File: config.mk
export PLATFORM = sky130hd
export DESIGN_NAME = http_response_deframer_core
export DESIGN_NICKNAME = d
export VERILOG_FILES = /design/src/design/hpd_pkg.sv /design/src/design/hpd_front.sv /design/src/design/hpd_back.sv /design/src/design/http_response_deframer_core.sv
export SDC_FILE = /design/constraint.sdc
export NUM_CORES = 1
export LEC_CHECK = 0
export BUFFER_PORTS_ARGS = -buffer_cell sky130_fd_sc_hd__buf_2
export CORE_AREA = 2 2 261 263
export DETAILED_ROUTE_END_ITERATION = 8
export DIE_AREA = 0 0 263 265
export GPL_TIMING_DRIVEN = 0
export PLACE_DENSITY = 0.5
export SYNTH_ARGS = -nofsm -noshare
export SYNTH_HDL_FRONTEND = slang
export SYNTH_HIERARCHICAL = 1
export SYNTH_SLANG_ARGS = --single-unit
File: constraint.sdc
create_clock -name clk -period 10.5 [get_ports clk]
set_input_delay 1.05 -clock clk [delete_from_list [all_inputs] [get_ports clk]]
set_output_delay 1.05 -clock clk [all_outputs]
set_load 0.05 [all_outputs]
File: src/design/hpd_pkg.sv
`timescale 1ns / 1ps
// ----------------------------------------------------------------------------
// hpd_pkg
// Shared types, codes and character tables of the HTTP response deframer.
// ----------------------------------------------------------------------------
package hpd_pkg;

  localparam int LINE_MAX = 256;
  localparam int LPW      = $clog2(LINE_MAX + 1);

  localparam int PL_HTTP = 7;
  localparam int PL_CL   = 15;
  localparam int PL_TE   = 18;
  localparam int WORD_LEN    = 7;
  localparam int CARRIER_LEN = 10;

  localparam logic [16:0] BODY_LIMIT_RST = 17'd8192;

  localparam logic [8*PL_HTTP-1:0]     HTTP_TXT    = "HTTP/1.";
  localparam logic [8*PL_CL-1:0]       CL_TXT      = "Content-Length:";
  localparam logic [8*PL_TE-1:0]       TE_TXT      = "Transfer-Encoding:";
  localparam logic [8*WORD_LEN-1:0]    WORD_TXT    = "chunked";
  localparam logic [8*CARRIER_LEN-1:0] CARRIER_TXT = "NO CARRIER";

  localparam logic [7:0] CH_CR = 8'd13;
  localparam logic [7:0] CH_LF = 8'd10;

  localparam logic [1:0] KIND_BODY      = 2'd0;
  localparam logic [1:0] KIND_DONE      = 2'd1;
  localparam logic [1:0] KIND_NO_STATUS = 2'd2;
  localparam logic [1:0] KIND_DROPPED   = 2'd3;

  // field parse steps
  localparam logic [2:0] FS_START = 3'd0;
  localparam logic [2:0] FS_SIGN1 = 3'd1;
  localparam logic [2:0] FS_DIG1  = 3'd2;
  localparam logic [2:0] FS_WS    = 3'd3;
  localparam logic [2:0] FS_SIGN2 = 3'd4;
  localparam logic [2:0] FS_DIG2  = 3'd5;
  localparam logic [2:0] FS_DONE  = 3'd6;
  localparam logic [2:0] FS_FAIL  = 3'd7;
  localparam logic [2:0] FS_WORD  = 3'd1;
  localparam logic [2:0] FS_AFTER = 3'd2;

  localparam logic [4:0] HEX_NONE = 5'd16;

  typedef enum logic [2:0] {
    PH_HEADER,
    PH_LENGTH,
    PH_WAIT_END,
    PH_CHUNK_SIZE,
    PH_CHUNK_DATA,
    PH_CHUNK_TAIL
  } phase_t;

  typedef struct packed {
    logic [7:0] data;
    logic       is_cr;
    logic       is_lf;
    logic       is_ws;
    logic       is_dec;
    logic       is_sign;
    logic       is_minus;
    logic [4:0] hexv;
  } byte_class_t;

  function automatic logic [7:0] http_char(input logic [2:0] i);
    return HTTP_TXT[8*(PL_HTTP-1-int'(i)) +: 8];
  endfunction

  function automatic logic [7:0] cl_char(input logic [3:0] i);
    return CL_TXT[8*(PL_CL-1-int'(i)) +: 8];
  endfunction

  function automatic logic [7:0] te_char(input logic [4:0] i);
    return TE_TXT[8*(PL_TE-1-int'(i)) +: 8];
  endfunction

  function automatic logic [7:0] word_char(input logic [2:0] i);
    return WORD_TXT[8*(WORD_LEN-1-int'(i)) +: 8];
  endfunction

  function automatic logic [7:0] carrier_char(input logic [3:0] i);
    return CARRIER_TXT[8*(CARRIER_LEN-1-int'(i)) +: 8];
  endfunction

endpackage

File: src/design/hpd_front.sv
`timescale 1ns / 1ps
// ----------------------------------------------------------------------------
// hpd_front
// Accepts received bytes, classifies them and queues them for the parser.
// ----------------------------------------------------------------------------
module hpd_front (
  input  logic                clk,
  input  logic                rst,
  input  logic                in_valid,
  output logic                in_ready,
  input  logic [7:0]          rx_byte,
  output logic                q_valid,
  output hpd_pkg::byte_class_t q_item,
  input  logic                q_pop
);

  hpd_pkg::byte_class_t cls;
  hpd_pkg::byte_class_t slots [2];
  logic       wr_ptr;
  logic       rd_ptr;
  logic [1:0] count;
  logic       push;

  always_comb begin
    cls.data     = rx_byte;
    cls.is_cr    = (rx_byte == hpd_pkg::CH_CR);
    cls.is_lf    = (rx_byte == hpd_pkg::CH_LF);
    cls.is_ws    = (rx_byte == 8'd32) || (rx_byte >= 8'd9 && rx_byte <= 8'd13);
    cls.is_dec   = (rx_byte >= "0" && rx_byte <= "9");
    cls.is_sign  = (rx_byte == "+") || (rx_byte == "-");
    cls.is_minus = (rx_byte == "-");
    if (rx_byte >= "0" && rx_byte <= "9") begin
      cls.hexv = 5'(rx_byte - 8'd48);
    end else if (rx_byte >= "a" && rx_byte <= "f") begin
      cls.hexv = 5'(rx_byte - 8'd87);
    end else if (rx_byte >= "A" && rx_byte <= "F") begin
      cls.hexv = 5'(rx_byte - 8'd55);
    end else begin
      cls.hexv = hpd_pkg::HEX_NONE;
    end
  end

  assign in_ready = (count != 2'd2);
  assign push     = in_valid && in_ready;
  assign q_valid  = (count != 2'd0);
  assign q_item   = slots[rd_ptr];

  always_ff @(posedge clk) begin
    if (push) begin
      slots[wr_ptr] <= cls;
    end
  end

  always_ff @(posedge clk) begin
    if (rst) begin
      wr_ptr <= 1'b0;
      rd_ptr <= 1'b0;
      count  <= 2'd0;
    end else begin
      if (push) begin
        wr_ptr <= ~wr_ptr;
      end
      if (q_pop) begin
        rd_ptr <= ~rd_ptr;
      end
      count <= count + 2'(push) - 2'(q_pop);
    end
  end

endmodule

File: src/design/hpd_back.sv
`timescale 1ns / 1ps
// ----------------------------------------------------------------------------
// hpd_back
// Header matcher, body framer and registered result stage.
// ----------------------------------------------------------------------------
module hpd_back (
  input  logic                 clk,
  input  logic                 rst,
  input  logic                 cfg_we,
  input  logic [16:0]          cfg_wdata,
  input  logic                 q_valid,
  input  hpd_pkg::byte_class_t q_item,
  output logic                 q_pop,
  output logic                 out_valid,
  input  logic                 out_ready,
  output logic [1:0]           kind,
  output logic [7:0]           body_byte,
  output logic [9:0]           status_code,
  output logic [31:0]          body_count,
  output logic                 chunked
);

  typedef struct packed {
    logic [2:0]  step;
    logic [31:0] acc;
    logic        neg;
  } num_t;

  function automatic num_t num_step(input num_t cur, input hpd_pkg::byte_class_t b,
                                    input logic small_cap);
    num_t        r;
    logic [35:0] prod;
    logic [35:0] cap;
    r    = cur;
    cap  = small_cap ? 36'd999 : 36'hFFFFFFFF;
    prod = {1'b0, cur.acc, 3'b000} + {3'b000, cur.acc, 1'b0} + {32'd0, b.hexv[3:0]};
    case (cur.step)
      hpd_pkg::FS_WS: begin
        if (!b.is_ws) begin
          if (b.is_sign) begin
            r.neg  = b.is_minus;
            r.step = hpd_pkg::FS_SIGN2;
          end else if (b.is_dec) begin
            r.acc  = {28'd0, b.hexv[3:0]};
            r.step = hpd_pkg::FS_DIG2;
          end else begin
            r.step = hpd_pkg::FS_FAIL;
          end
        end
      end
      hpd_pkg::FS_SIGN2: begin
        if (b.is_dec) begin
          r.acc  = {28'd0, b.hexv[3:0]};
          r.step = hpd_pkg::FS_DIG2;
        end else begin
          r.step = hpd_pkg::FS_FAIL;
        end
      end
      hpd_pkg::FS_DIG2: begin
        if (b.is_dec) begin
          r.acc = (prod > cap) ? cap[31:0] : prod[31:0];
        end else begin
          r.step = hpd_pkg::FS_DONE;
        end
      end
      default: ;
    endcase
    return r;
  endfunction

  localparam logic [hpd_pkg::LPW-1:0] POS_MAX = hpd_pkg::LPW'(hpd_pkg::LINE_MAX);

  hpd_pkg::phase_t           phase, phase_next;
  logic                      prev_cr, prev_cr_next;
  logic [hpd_pkg::LPW-1:0]   line_pos, line_pos_next;
  logic [2:0]                flags, flags_next;
  logic [2:0]                fstep, fstep_next;
  logic [2:0]                wprog, wprog_next;
  logic [3:0]                ncprog, ncprog_next;
  logic                      num_neg, num_neg_next;
  logic                      seen, seen_next;
  logic [9:0]                sval, sval_next;
  logic [31:0]               decl, decl_next;
  logic                      chunked_mode, chunked_mode_next;
  logic [31:0]               remaining, remaining_next;
  logic [31:0]               recv, recv_next;
  logic [31:0]               acc, acc_next;
  logic [16:0]               body_limit;

  hpd_pkg::byte_class_t b;
  logic        term;
  logic        got;
  logic        deliver_now;
  logic [31:0] recv_upd;
  logic        rem_last;
  logic        blank;
  logic        status_ok;
  logic        num_ok;
  logic        fin_status, fin_len, fin_te, drop;
  logic        res_valid;
  logic [1:0]  res_kind;
  logic [7:0]  res_data;
  logic        resp_clear;

  assign b        = q_item;
  assign q_pop    = q_valid && (!out_valid || out_ready);
  assign term     = b.is_lf && prev_cr;
  assign got      = ({1'b0, recv} + 33'd1) < {16'd0, body_limit};
  assign deliver_now = got && (phase == hpd_pkg::PH_LENGTH || phase == hpd_pkg::PH_CHUNK_DATA);
  assign recv_upd = recv + 32'(deliver_now);
  assign rem_last = (remaining <= 32'd1);
  assign blank    = (line_pos == hpd_pkg::LPW'(1));
  assign status_ok = seen && (sval != 10'd0);
  assign num_ok   = (fstep == hpd_pkg::FS_DIG2) || (fstep == hpd_pkg::FS_DONE);
  assign fin_status = flags[0] && (line_pos >= hpd_pkg::LPW'(hpd_pkg::PL_HTTP)) && num_ok;
  assign fin_len  = !fin_status && flags[1] &&
                    (line_pos >= hpd_pkg::LPW'(hpd_pkg::PL_CL)) && num_ok;
  assign fin_te   = !fin_status && !fin_len && flags[2] &&
                    (line_pos >= hpd_pkg::LPW'(hpd_pkg::PL_TE));
  assign drop     = !(fin_status || fin_len || fin_te) &&
                    (ncprog == 4'(hpd_pkg::CARRIER_LEN));

  // result decode
  always_comb begin
    res_valid = 1'b0;
    res_kind  = hpd_pkg::KIND_BODY;
    res_data  = 8'd0;
    unique case (phase)
      hpd_pkg::PH_HEADER: begin
        if (term && blank && !status_ok) begin
          res_valid = 1'b1;
          res_kind  = hpd_pkg::KIND_NO_STATUS;
        end else if (term && !blank && drop) begin
          res_valid = 1'b1;
          res_kind  = hpd_pkg::KIND_DROPPED;
        end
      end
      hpd_pkg::PH_LENGTH: begin
        if (rem_last) begin
          res_valid = 1'b1;
          res_kind  = hpd_pkg::KIND_DONE;
          res_data  = got ? b.data : 8'd0;
        end else if (got) begin
          res_valid = 1'b1;
          res_data  = b.data;
        end
      end
      hpd_pkg::PH_WAIT_END: begin
        if (term) begin
          res_valid = 1'b1;
          res_kind  = hpd_pkg::KIND_DONE;
        end
      end
      hpd_pkg::PH_CHUNK_DATA: begin
        if (got) begin
          res_valid = 1'b1;
          res_data  = b.data;
        end
      end
      default: ;
    endcase
  end

  assign resp_clear = res_valid && (res_kind != hpd_pkg::KIND_BODY);

  // next state
  always_comb begin
    num_t nr;
    logic line_clear;
    nr = '{step: fstep, acc: acc, neg: num_neg};
    line_clear        = 1'b0;
    phase_next        = phase;
    prev_cr_next      = b.is_cr;
    line_pos_next     = line_pos;
    flags_next        = flags;
    wprog_next        = wprog;
    ncprog_next       = ncprog;
    seen_next         = seen;
    sval_next         = sval;
    decl_next         = decl;
    chunked_mode_next = chunked_mode;
    remaining_next    = remaining;
    recv_next         = recv_upd;

    unique case (phase)
      hpd_pkg::PH_HEADER: begin
        if (term) begin
          line_clear = 1'b1;
          if (blank) begin
            prev_cr_next = 1'b0;
            if (chunked_mode) begin
              phase_next = hpd_pkg::PH_CHUNK_SIZE;
            end else if (decl != 32'd0) begin
              remaining_next = decl;
              phase_next     = hpd_pkg::PH_LENGTH;
            end else begin
              phase_next = hpd_pkg::PH_WAIT_END;
            end
          end else begin
            if (fin_status) begin
              seen_next = 1'b1;
              sval_next = num_neg ? 10'd0 : acc[9:0];
            end
            if (fin_len) begin
              decl_next = num_neg ? 32'd0 : acc;
            end
            if (fin_te && wprog == 3'(hpd_pkg::WORD_LEN)) begin
              chunked_mode_next = 1'b1;
            end
          end
        end else if (line_pos < POS_MAX) begin
          line_pos_next = line_pos + hpd_pkg::LPW'(1);
          if (line_pos < hpd_pkg::LPW'(hpd_pkg::PL_HTTP) &&
              b.data != hpd_pkg::http_char(line_pos[2:0])) begin
            flags_next[0] = 1'b0;
          end
          if (line_pos < hpd_pkg::LPW'(hpd_pkg::PL_CL) &&
              b.data != hpd_pkg::cl_char(line_pos[3:0])) begin
            flags_next[1] = 1'b0;
          end
          if (line_pos < hpd_pkg::LPW'(hpd_pkg::PL_TE) &&
              b.data != hpd_pkg::te_char(line_pos[4:0])) begin
            flags_next[2] = 1'b0;
          end
          if (flags[0] && line_pos >= hpd_pkg::LPW'(hpd_pkg::PL_HTTP)) begin
            case (fstep)
              hpd_pkg::FS_START: begin
                if (!b.is_ws) begin
                  if (b.is_sign) nr.step = hpd_pkg::FS_SIGN1;
                  else if (b.is_dec) nr.step = hpd_pkg::FS_DIG1;
                  else nr.step = hpd_pkg::FS_FAIL;
                end
              end
              hpd_pkg::FS_SIGN1: begin
                nr.step = b.is_dec ? hpd_pkg::FS_DIG1 : hpd_pkg::FS_FAIL;
              end
              hpd_pkg::FS_DIG1: begin
                if (!b.is_dec) begin
                  if (b.is_ws) begin
                    nr.step = hpd_pkg::FS_WS;
                  end else if (b.is_sign) begin
                    nr.neg  = b.is_minus;
                    nr.step = hpd_pkg::FS_SIGN2;
                  end else begin
                    nr.step = hpd_pkg::FS_FAIL;
                  end
                end
              end
              default: nr = num_step(nr, b, 1'b1);
            endcase
          end else if (flags[1] && line_pos >= hpd_pkg::LPW'(hpd_pkg::PL_CL)) begin
            if (nr.step == hpd_pkg::FS_START) nr.step = hpd_pkg::FS_WS;
            nr = num_step(nr, b, 1'b0);
          end else if (flags[2] && line_pos >= hpd_pkg::LPW'(hpd_pkg::PL_TE)) begin
            if (nr.step == hpd_pkg::FS_START && !b.is_ws) nr.step = hpd_pkg::FS_WORD;
            if (nr.step == hpd_pkg::FS_WORD && fstep != hpd_pkg::FS_START) begin
              if (b.is_ws) nr.step = hpd_pkg::FS_AFTER;
            end
            if (nr.step == hpd_pkg::FS_WORD && !b.is_ws &&
                wprog < 3'(hpd_pkg::WORD_LEN)) begin
              if (b.data == hpd_pkg::word_char(wprog)) wprog_next = wprog + 3'd1;
              else wprog_next = (b.data == "c") ? 3'd1 : 3'd0;
            end
          end
          if (ncprog < 4'(hpd_pkg::CARRIER_LEN)) begin
            if (b.data == hpd_pkg::carrier_char(ncprog)) ncprog_next = ncprog + 4'd1;
            else ncprog_next = (b.data == "N") ? 4'd1 : 4'd0;
          end
        end
      end
      hpd_pkg::PH_LENGTH: begin
        remaining_next = remaining - 32'(remaining != 32'd0);
      end
      hpd_pkg::PH_WAIT_END: ;
      hpd_pkg::PH_CHUNK_SIZE: begin
        if (term) begin
          if (acc == 32'd0) begin
            phase_next = hpd_pkg::PH_WAIT_END;
          end else begin
            remaining_next = acc;
            phase_next     = hpd_pkg::PH_CHUNK_DATA;
          end
          nr.acc  = 32'd0;
          nr.step = hpd_pkg::FS_START;
        end else if (!(fstep == hpd_pkg::FS_START && b.is_ws)) begin
          if (fstep < hpd_pkg::FS_DIG1 && b.hexv != hpd_pkg::HEX_NONE) begin
            nr.acc  = (acc[31:28] != 4'd0) ? 32'hFFFFFFFF : {acc[27:0], b.hexv[3:0]};
            nr.step = hpd_pkg::FS_SIGN1;
          end else begin
            nr.step = hpd_pkg::FS_DIG1;
          end
        end
      end
      hpd_pkg::PH_CHUNK_DATA: begin
        remaining_next = remaining - 32'(remaining != 32'd0);
        if (rem_last) begin
          phase_next   = hpd_pkg::PH_CHUNK_TAIL;
          prev_cr_next = 1'b0;
        end
      end
      hpd_pkg::PH_CHUNK_TAIL: begin
        if (term) phase_next = hpd_pkg::PH_CHUNK_SIZE;
      end
      default: ;
    endcase

    fstep_next   = nr.step;
    acc_next     = nr.acc;
    num_neg_next = nr.neg;

    if (line_clear || resp_clear) begin
      line_pos_next = '0;
      flags_next    = 3'b111;
      fstep_next    = hpd_pkg::FS_START;
      wprog_next    = 3'd0;
      ncprog_next   = 4'd0;
      num_neg_next  = 1'b0;
      acc_next      = 32'd0;
    end
    if (resp_clear) begin
      phase_next        = hpd_pkg::PH_HEADER;
      prev_cr_next      = 1'b0;
      seen_next         = 1'b0;
      sval_next         = 10'd0;
      decl_next         = 32'd0;
      chunked_mode_next = 1'b0;
      remaining_next    = 32'd0;
      recv_next         = 32'd0;
    end
  end

  always_ff @(posedge clk) begin
    if (rst) begin
      phase        <= hpd_pkg::PH_HEADER;
      prev_cr      <= 1'b0;
      line_pos     <= '0;
      flags        <= 3'b111;
      fstep        <= hpd_pkg::FS_START;
      wprog        <= 3'd0;
      ncprog       <= 4'd0;
      num_neg      <= 1'b0;
      seen         <= 1'b0;
      sval         <= 10'd0;
      decl         <= 32'd0;
      chunked_mode <= 1'b0;
      remaining    <= 32'd0;
      recv         <= 32'd0;
      acc          <= 32'd0;
    end else if (q_pop) begin
      phase        <= phase_next;
      prev_cr      <= prev_cr_next;
      line_pos     <= line_pos_next;
      flags        <= flags_next;
      fstep        <= fstep_next;
      wprog        <= wprog_next;
      ncprog       <= ncprog_next;
      num_neg      <= num_neg_next;
      seen         <= seen_next;
      sval         <= sval_next;
      decl         <= decl_next;
      chunked_mode <= chunked_mode_next;
      remaining    <= remaining_next;
      recv         <= recv_next;
      acc          <= acc_next;
    end
  end

  always_ff @(posedge clk) begin
    if (rst) begin
      body_limit <= hpd_pkg::BODY_LIMIT_RST;
    end else if (cfg_we) begin
      body_limit <= cfg_wdata;
    end
  end

  always_ff @(posedge clk) begin
    if (rst) begin
      out_valid <= 1'b0;
    end else if (q_pop && res_valid) begin
      out_valid <= 1'b1;
    end else if (out_ready) begin
      out_valid <= 1'b0;
    end
  end

  always_ff @(posedge clk) begin
    if (q_pop && res_valid) begin
      kind        <= res_kind;
      body_byte   <= res_data;
      status_code <= sval;
      body_count  <= recv_upd;
      chunked     <= chunked_mode;
    end
  end

endmodule

File: src/design/http_response_deframer_core.sv
`timescale 1ns / 1ps
// ----------------------------------------------------------------------------
// http_response_deframer_core
// Byte-serial HTTP/1.x response deframer: header matcher and body framer.
// ----------------------------------------------------------------------------
// An accepted byte is held in the byte queue until hpd_back pops it; its result is then registered.
// Throughput: 1 byte per cycle while the output is not stalled; hpd_back parses each byte as it pops it.
// A 2-entry byte queue lets input and output stall independently.
// Reset (rst, synchronous) empties the queue, returns the parser to the header
// phase and sets body_limit to 8192.
module http_response_deframer_core (
  input  logic        clk,
  input  logic        rst,
  input  logic        cfg_we,
  input  logic [16:0] cfg_wdata,
  input  logic        in_valid,
  output logic        in_ready,
  input  logic [7:0]  rx_byte,
  output logic        out_valid,
  input  logic        out_ready,
  output logic [1:0]  kind,
  output logic [7:0]  body_byte,
  output logic [9:0]  status_code,
  output logic [31:0] body_count,
  output logic        chunked
);

  logic                 q_valid;
  logic                 q_pop;
  hpd_pkg::byte_class_t q_item;

  hpd_front u_front (
    .clk      (clk),
    .rst      (rst),
    .in_valid (in_valid),
    .in_ready (in_ready),
    .rx_byte  (rx_byte),
    .q_valid  (q_valid),
    .q_item   (q_item),
    .q_pop    (q_pop)
  );

  hpd_back u_back (
    .clk         (clk),
    .rst         (rst),
    .cfg_we      (cfg_we),
    .cfg_wdata   (cfg_wdata),
    .q_valid     (q_valid),
    .q_item      (q_item),
    .q_pop       (q_pop),
    .out_valid   (out_valid),
    .out_ready   (out_ready),
    .kind        (kind),
    .body_byte   (body_byte),
    .status_code (status_code),
    .body_count  (body_count),
    .chunked     (chunked)
  );

endmodule

# --- Word-level counts from Yosys, hierarchy flattened ---
# Memories as Yosys holds them, arrays and structs flattened. A register that Yosys moved wholly into a read port is not among the register bits.
# Index checks and enable logic that the tools add are counted.
word_totals:
  ff_bits: 242
  mem_bits_rw: 38
  input_bits: 30
  output_inout_bits: 55
  n_memories: 1
classes:
  add_sub_neg: 18
  n_lt_le_gt_ge: 22
  n_eq_ne: 69
  n_shift: 5
  muxes: 172
  bitwise: 2
  reduce_logical: 98
mem_list:
  columns: ["name", "depth", "width", "read_ports", "rd_clocked_by_memory_dff", "write_ports", "line_no", "source"]
  rows:
  - ["u_front.slots", 2, 19, 1, 1, 1, "hpd_front.sv:18", "hpd_pkg::byte_class_t slots [2];"]
ops:
  columns: ["operator", "n"]
  rows:
  - ["$mux 32", 24]
  - ["$mux 36", 17]
  - ["$pmux 35 s3", 2]
  - ["$mux 3", 52]
  - ["$shiftx 144x32->8 const A", 1]
  - ["$shiftx 120x32->8 const A", 1]
  - ["$shiftx 56x32->8 const A", 2]
  - ["$pmux 32 s3", 1]
  - ["$shiftx 80x32->8 const A", 1]
  - ["$mux 35", 2]
  - ["$pmux 35 s2", 1]
  - ["$reduce_bool 32->1", 2]
  - ["$mux 10", 6]
  - ["$mux 1", 40]
  - ["$add 35x33->36", 1]
  - ["$add 36x4->36", 1]
  - ["$gt 36x10->1 const B", 1]
  - ["$gt 36x32->1 const B", 1]
  - ["$logic_and 1x1->1", 36]
  - ["$mux 9", 4]
  - ["$reduce_and 5->1", 7]
  - ["$add 32x1->33 const B", 1]
  - ["$lt 33x17->1", 1]
  - ["$mux 33", 1]
  - ["other kinds (81)", 180]

# --- Depth between registers and ports, before layout ---
depth:
  ltp_word: 29
  depth_mapped: 25
  ltp_nobuf: 22

# --- By module ---
# Netlist, hierarchy kept.
by_module_without_submodules:
  columns: ["module", "instances", "cells_each", "area_each_um2", "seq_area_each_um2"]
  rows:
  - ["hpd_back", 1, 2357, 18013.5, 5295.1]
  - ["hpd_front", 1, 124, 1895.6, 1241.2]

# --- Worst setup path after synthesis ---
# No wires, ideal clock.
synth_timing:
  kind: "flip-flop to flip-flop"
  from: "register u_back.recv[3]"
  to: "register u_back.body_byte[0] (enable)"
  t_arrival_ps: 5503
  required_time_ps: 10036
  path_slack_ps: 4533
  stages_incl_launch_ff: 17
  period_less_slack_ps: 5967
  path_cell_list: "dfxtp_1 > clkbuf_1 > and4_1 > clkbuf_1 > and2_1 > nand2_1 > xnor2_1 > ha_1 > a21o_1 > a211o_1 > a2111oi_0 > nand4_1 > nor4_1 > o2111a_1 > clkbuf_1 > nor2_1 > nor2_1"
synth_via:
  elab_chain_len: 6
synth_lines:
  columns: ["element", "line_no", "source"]
  rows:
  - ["start, declared", "hpd_back.sv:86", "logic [31:0] recv, recv_next;"]
  - ["start signal, assigned", "hpd_back.sv:363", "recv <= recv_next;"]
  - ["$add 32x1->33 *", "hpd_back.sv:108", "assign got = ({1'b0, recv} + 33'd1) < {16'd0, body_limit};"]
  - ["$lt 33x17->1 *", "hpd_back.sv:108", null]
  - ["$mux 1 *", "hpd_back.sv:143, hpd_back.sv:155", null]
  - ["$mux 1", "hpd_back.sv:139", "if (rem_last) begin"]
  - ["$pmux 1 s4 *", "hpd_back.sv:128", "unique case (phase)"]
  - ["$logic_and 1x1->1 *", "hpd_back.sv:387", "if (q_pop && res_valid) begin"]
  - ["end signal, assigned", "hpd_back.sv:389", "body_byte <= res_data;"]
  - ["end, declared", "hpd_back.sv:17", "output logic [7:0] body_byte,"]
# Mark *: on every way between the ends. The rest lies on a longest branch, timed or not.
# A chain may end at the register's enable or synchronous reset.

# --- Final worst setup path ---
layout_timing:
  from: "register u_back.recv[3]"
  to: "register u_back.recv[29]"
layout_via:
  word_cells_on_any_way: 9
layout_lines:
  columns: ["element", "line_no", "source"]
  rows:
  - ["$add 32x1->33", "hpd_back.sv:108", null]
  - ["$lt 33x17->1", "hpd_back.sv:108", null]
  - ["$logic_and 1x1->1", "hpd_back.sv:109", "assign deliver_now = got && (phase == hpd_pkg::PH_LENGTH || phase == hpd_pkg::PH_CHUNK_DATA);"]
  - ["via u_back.deliver_now", "hpd_back.sv:93", "logic deliver_now;"]
  - ["$add 32x1->32", "hpd_back.sv:110", "assign recv_upd = recv + 32'(deliver_now);"]
  - ["$mux 32", "hpd_back.sv:320", "if (resp_clear) begin"]
# The timed path passes the listed nets, and every way through them passes these cells.

==> flow_metrics.env <==
export IMPL_syn_area_per_cell_um2=8.02
export IMPL_cp_required_ps=10980
export IMPL_rr_worst_depth=24
export IMPL_die_h_um=265
export IMPL_worstPathMaxFanout=10
export IMPL_vias_per_cell=5.60
export IMPL_routed_wl_um=70100
export IMPL_clk_insertion_delay_late_ps=550
export IMPL_yosysWarnings=6
export IMPL_p_leak_nw=8.03
export IMPL_die_w_um=263
export IMPL_synth_async_reset_ratio_pct=0
export IMPL_ys_flop_type="dfxtp_1"
export IMPL_finalPower_w=0.00376
export IMPL_portBuffers=83
export IMPL_first_iter_violations=1456
export IMPL_cts_buffer_depth=3
export IMPL_grtUsageTotal_pct=19.6
export IMPL_core_um2=66800
export IMPL_grt_pass1_wl_um=110000
export IMPL_startpoint="u_back/recv[3]"
export IMPL_setup_viol=0
export IMPL_cts_tree="built"
export IMPL_synth_seq_cells=281
export IMPL_worst_pin_slew_ps=1210
export IMPL_cts_sinks=281
export IMPL_most_common_layout_cells="250 x a21oi_1, 242 x nand2_1, 224 x nor2_1"
export IMPL_netlist_area_leader_share_pct=19.1
export IMPL_grt_antenna_before_repair=1
export IMPL_fmax_ghz=0.133
export IMPL_holdCritPathClass="reg -> reg"
export IMPL_cts_resized_gates=0
export IMPL_yosysTopAreaCell="dfxtp_1"
export IMPL_arrival_ps=7980
export IMPL_crit_type="reg -> reg"
export IMPL_grt_start_max_net_pins=34
export IMPL_syn_cell_area_um2=19900
export IMPL_cts_max_level=2
export IMPL_slowest_stage="a2111oi_0"
export IMPL_initial_core_util_pct=29.8
export IMPL_fin_crit_sh_pct=71.4
export IMPL_fin_crit_ps=7500
export IMPL_cap_violations=0
export IMPL_mostFrequentLayoutCell="a21oi_1"
export IMPL_cts_hold_buf=0
export IMPL_rsz0062_at_grt="no"
export IMPL_gp_congestion=0.885
export IMPL_nets=2746
export IMPL_power_per_cell_area_nw_per_um2=167
export IMPL_root_buffer="clkbuf_16"
export IMPL_path_cells="clkbuf_1 -> and4_1 -> clkbuf_1 -> and2_1 -> nand2_1 -> xnor2_1 -> ha_1 -> a21o_1 -> a211o_1 -> a2111oi_0 -> nand4_1 -> nor4_1 -> o2111a_1 -> clkbuf_1 -> ha_1 -> nand3_1 -> nor3_1 -> nand3_1 -> nor2_1 -> nand4_1 -> nor2_1 -> nand2_1 -> or3_1 -> a21oi_1"
export IMPL_diodes=0
export IMPL_place_hpwl_um=53100
export IMPL_vdd_drop_max_uv=82.2
export IMPL_slew_headroom_pct=18.6
export IMPL_die_area_um2=69700
export IMPL_synth_edf_count=91
export IMPL_critPathMostFrequentCell="clkbuf_1"
export IMPL_num_vias=19600
export IMPL_drive_gt1_share_pct=8.90
export IMPL_status="finished clean"
export IMPL_cts_made_buffers=36
export IMPL_num_io_pins=85
export IMPL_grt_pass1_vias=19100
export IMPL_antenna_left=0
export IMPL_ys_seq_area_share_pct=32.8
export IMPL_synthCells=2481
export IMPL_area_delta_synth_final_pct=13.3
export IMPL_ys_top_cells_by_area="dfxtp_1 19%, edfxtp_1 14%, ha_1 7.0%"
export IMPL_max_stage_delay_ps=670
export IMPL_critPathCaptureType="flop"
export IMPL_setup_worst_path_end="u_back/recv[29]"
export IMPL_ff2ff_setup_slack_ps=3000
export IMPL_drc_errors=0
export IMPL_r2r_end="u_back/recv[29]"
export IMPL_dr_pass1_iters=5
export IMPL_timing_hold_violations_final=0
export IMPL_path_clk_slew_ps=60
export IMPL_fin_worst_skew_ps=23.3
export IMPL_grt_ovfl_total=0
export IMPL_rows=95
export IMPL_post_cts_setup_buffer_count=0
export IMPL_r2r_start="u_back/recv[3]"
export IMPL_wl_per_cell_um=20.0
export IMPL_synth_cell_types=95
export IMPL_crit_path_start_kind="flop"
export IMPL_slew_violations=0
export IMPL_setup_tns_ps=0
export IMPL_syn_nets=2624
routing by layer:
metal / vias to the layer above / global-route usage [%] / wire [um] / part of all wire (%)
met4: 2 / 5.48 / 1540 / 2.2
met5: - / 0 / 16 / 0.023
met3: 93 / 2.62 / 3980 / 5.7
li1: 9401 / - / - / -
met2: 668 / 33.2 / 32800 / 47
met1: 9432 / 26.2 / 31800 / 45
area by class of cell:
| class | count | area (um^2) |
|---|---|---|
| buffer | 188 | 758 |
| clock buffer | 47 | 983 |
| clock inverter | 17 | 121 |
| fill | 7079 | 44300 |
| inverter | 62 | 233 |
| multi-input combinational | 1950 | 12400 |
| sequential | 281 | 6540 |
| tap | 873 | 1090 |
| timing repair buffer | 84 | 435 |
synth_stat cells, types with 7 or more instances:
master / n
a211o_1: 20
a211oi_1: 20
a21boi_0: 8
a21o_1: 18
a21oi_1: 250
a221o_1: 7
a221oi_1: 30
a22oi_1: 30
a311oi_1: 7
a31oi_1: 35
and2_1: 27
and3_1: 21
buf_1: 14
buf_2: 24
clkbuf_1: 146
dfxtp_1: 190
edfxtp_1: 91
ha_1: 111
inv_1: 61
mux2_2: 26
mux2i_1: 27
nand2_1: 242
nand2b_1: 23
nand3_1: 104
nand3b_1: 12
nand4_1: 43
nor2_1: 225
nor2b_1: 19
nor3_1: 79
nor4_1: 38
o211ai_1: 24
o21a_1: 11
o21ai_0: 157
o31a_1: 8
o31ai_1: 14
or2_2: 8
or3_1: 20
or4_1: 20
xnor2_1: 76
xor2_1: 62
power breakdown:
part	switching (W)	internal (W)
Clock	0.000485	0.000687
Combinational	0.000927	0.000406
Sequential	0.0000681	0.00118
flip-flops by register name, summed over array words and instances, names as in the netlist, 4 cells and up, named ones only:
register / count
u_back/ncprog: 4
u_front/slots: 38
u_back/decl: 32
u_back/remaining: 32
u_back/acc: 32
u_back/line_pos: 9
u_back/body_count: 32
u_back/recv: 32
u_back/body_limit: 17
u_back/sval: 10
u_back/status_code: 10
u_back/body_byte: 8
kinds of logic (layout without fill, tap and decap cells):
family / after synthesis / after routing / synth area share, %
AOI/OAI and AO/OA: 733 / 733 / 23.7
xor gates and xnor gates: 138 / 138 / 6.07
adders and majority gates: 113 / 113 / 7.18
buffers and inverters: 250 / 398 / 4.98
DFF: 281 / 281 / 32.8
muxes: 53 / 53 / 2.83
and+or+nand+nor: 913 / 913 / 22.4
worst min-delay path by stage:
stage	startpoint	to	slack (ps)	depth (start not counted)
6_report	u_back/sval[6]	u_back/status_code[6]	470	0
5_1_grt	u_back/sval[6]	u_back/status_code[6]	480	0
4_1_cts	u_back/sval[7]	u_back/status_code[7]	470	0
3_5_place_dp	u_back/sval[2]	u_back/status_code[2]	450	0
3_3_place_gp	u_back/sval[6]	u_back/status_code[6]	450	0
2_1_floorplan	u_back/sval[5]	u_back/status_code[5]	430	0
worst max-delay path, delay by kind of cell (launching register included):
family	cells	cell delay (ps)
adder cells (fa/ha/maj)	2	570
buffers and inverters	3	1110
AO/OA/AOI/OAI	5	1560
flip-flops	1	300
AND/OR/NAND/NOR	13	3760
XOR/XNOR	1	130
stage by stage:
stage	hold slack (ps)	worst slack [ps]	std cells	util [%]	instance area, um^2
after floorplan	430	4530	2481	-	19900
after global placement	446	2450	3437	32.1	21400
after detailed placement	454	3180	3438	32.1	21400
after CTS	468	3150	3502	33.8	22500
after global routing	480	2430	3502	33.8	22500
final	466	3000	3502	33.8	22500
No activity file was read; power rests on OpenSTA's default activity.
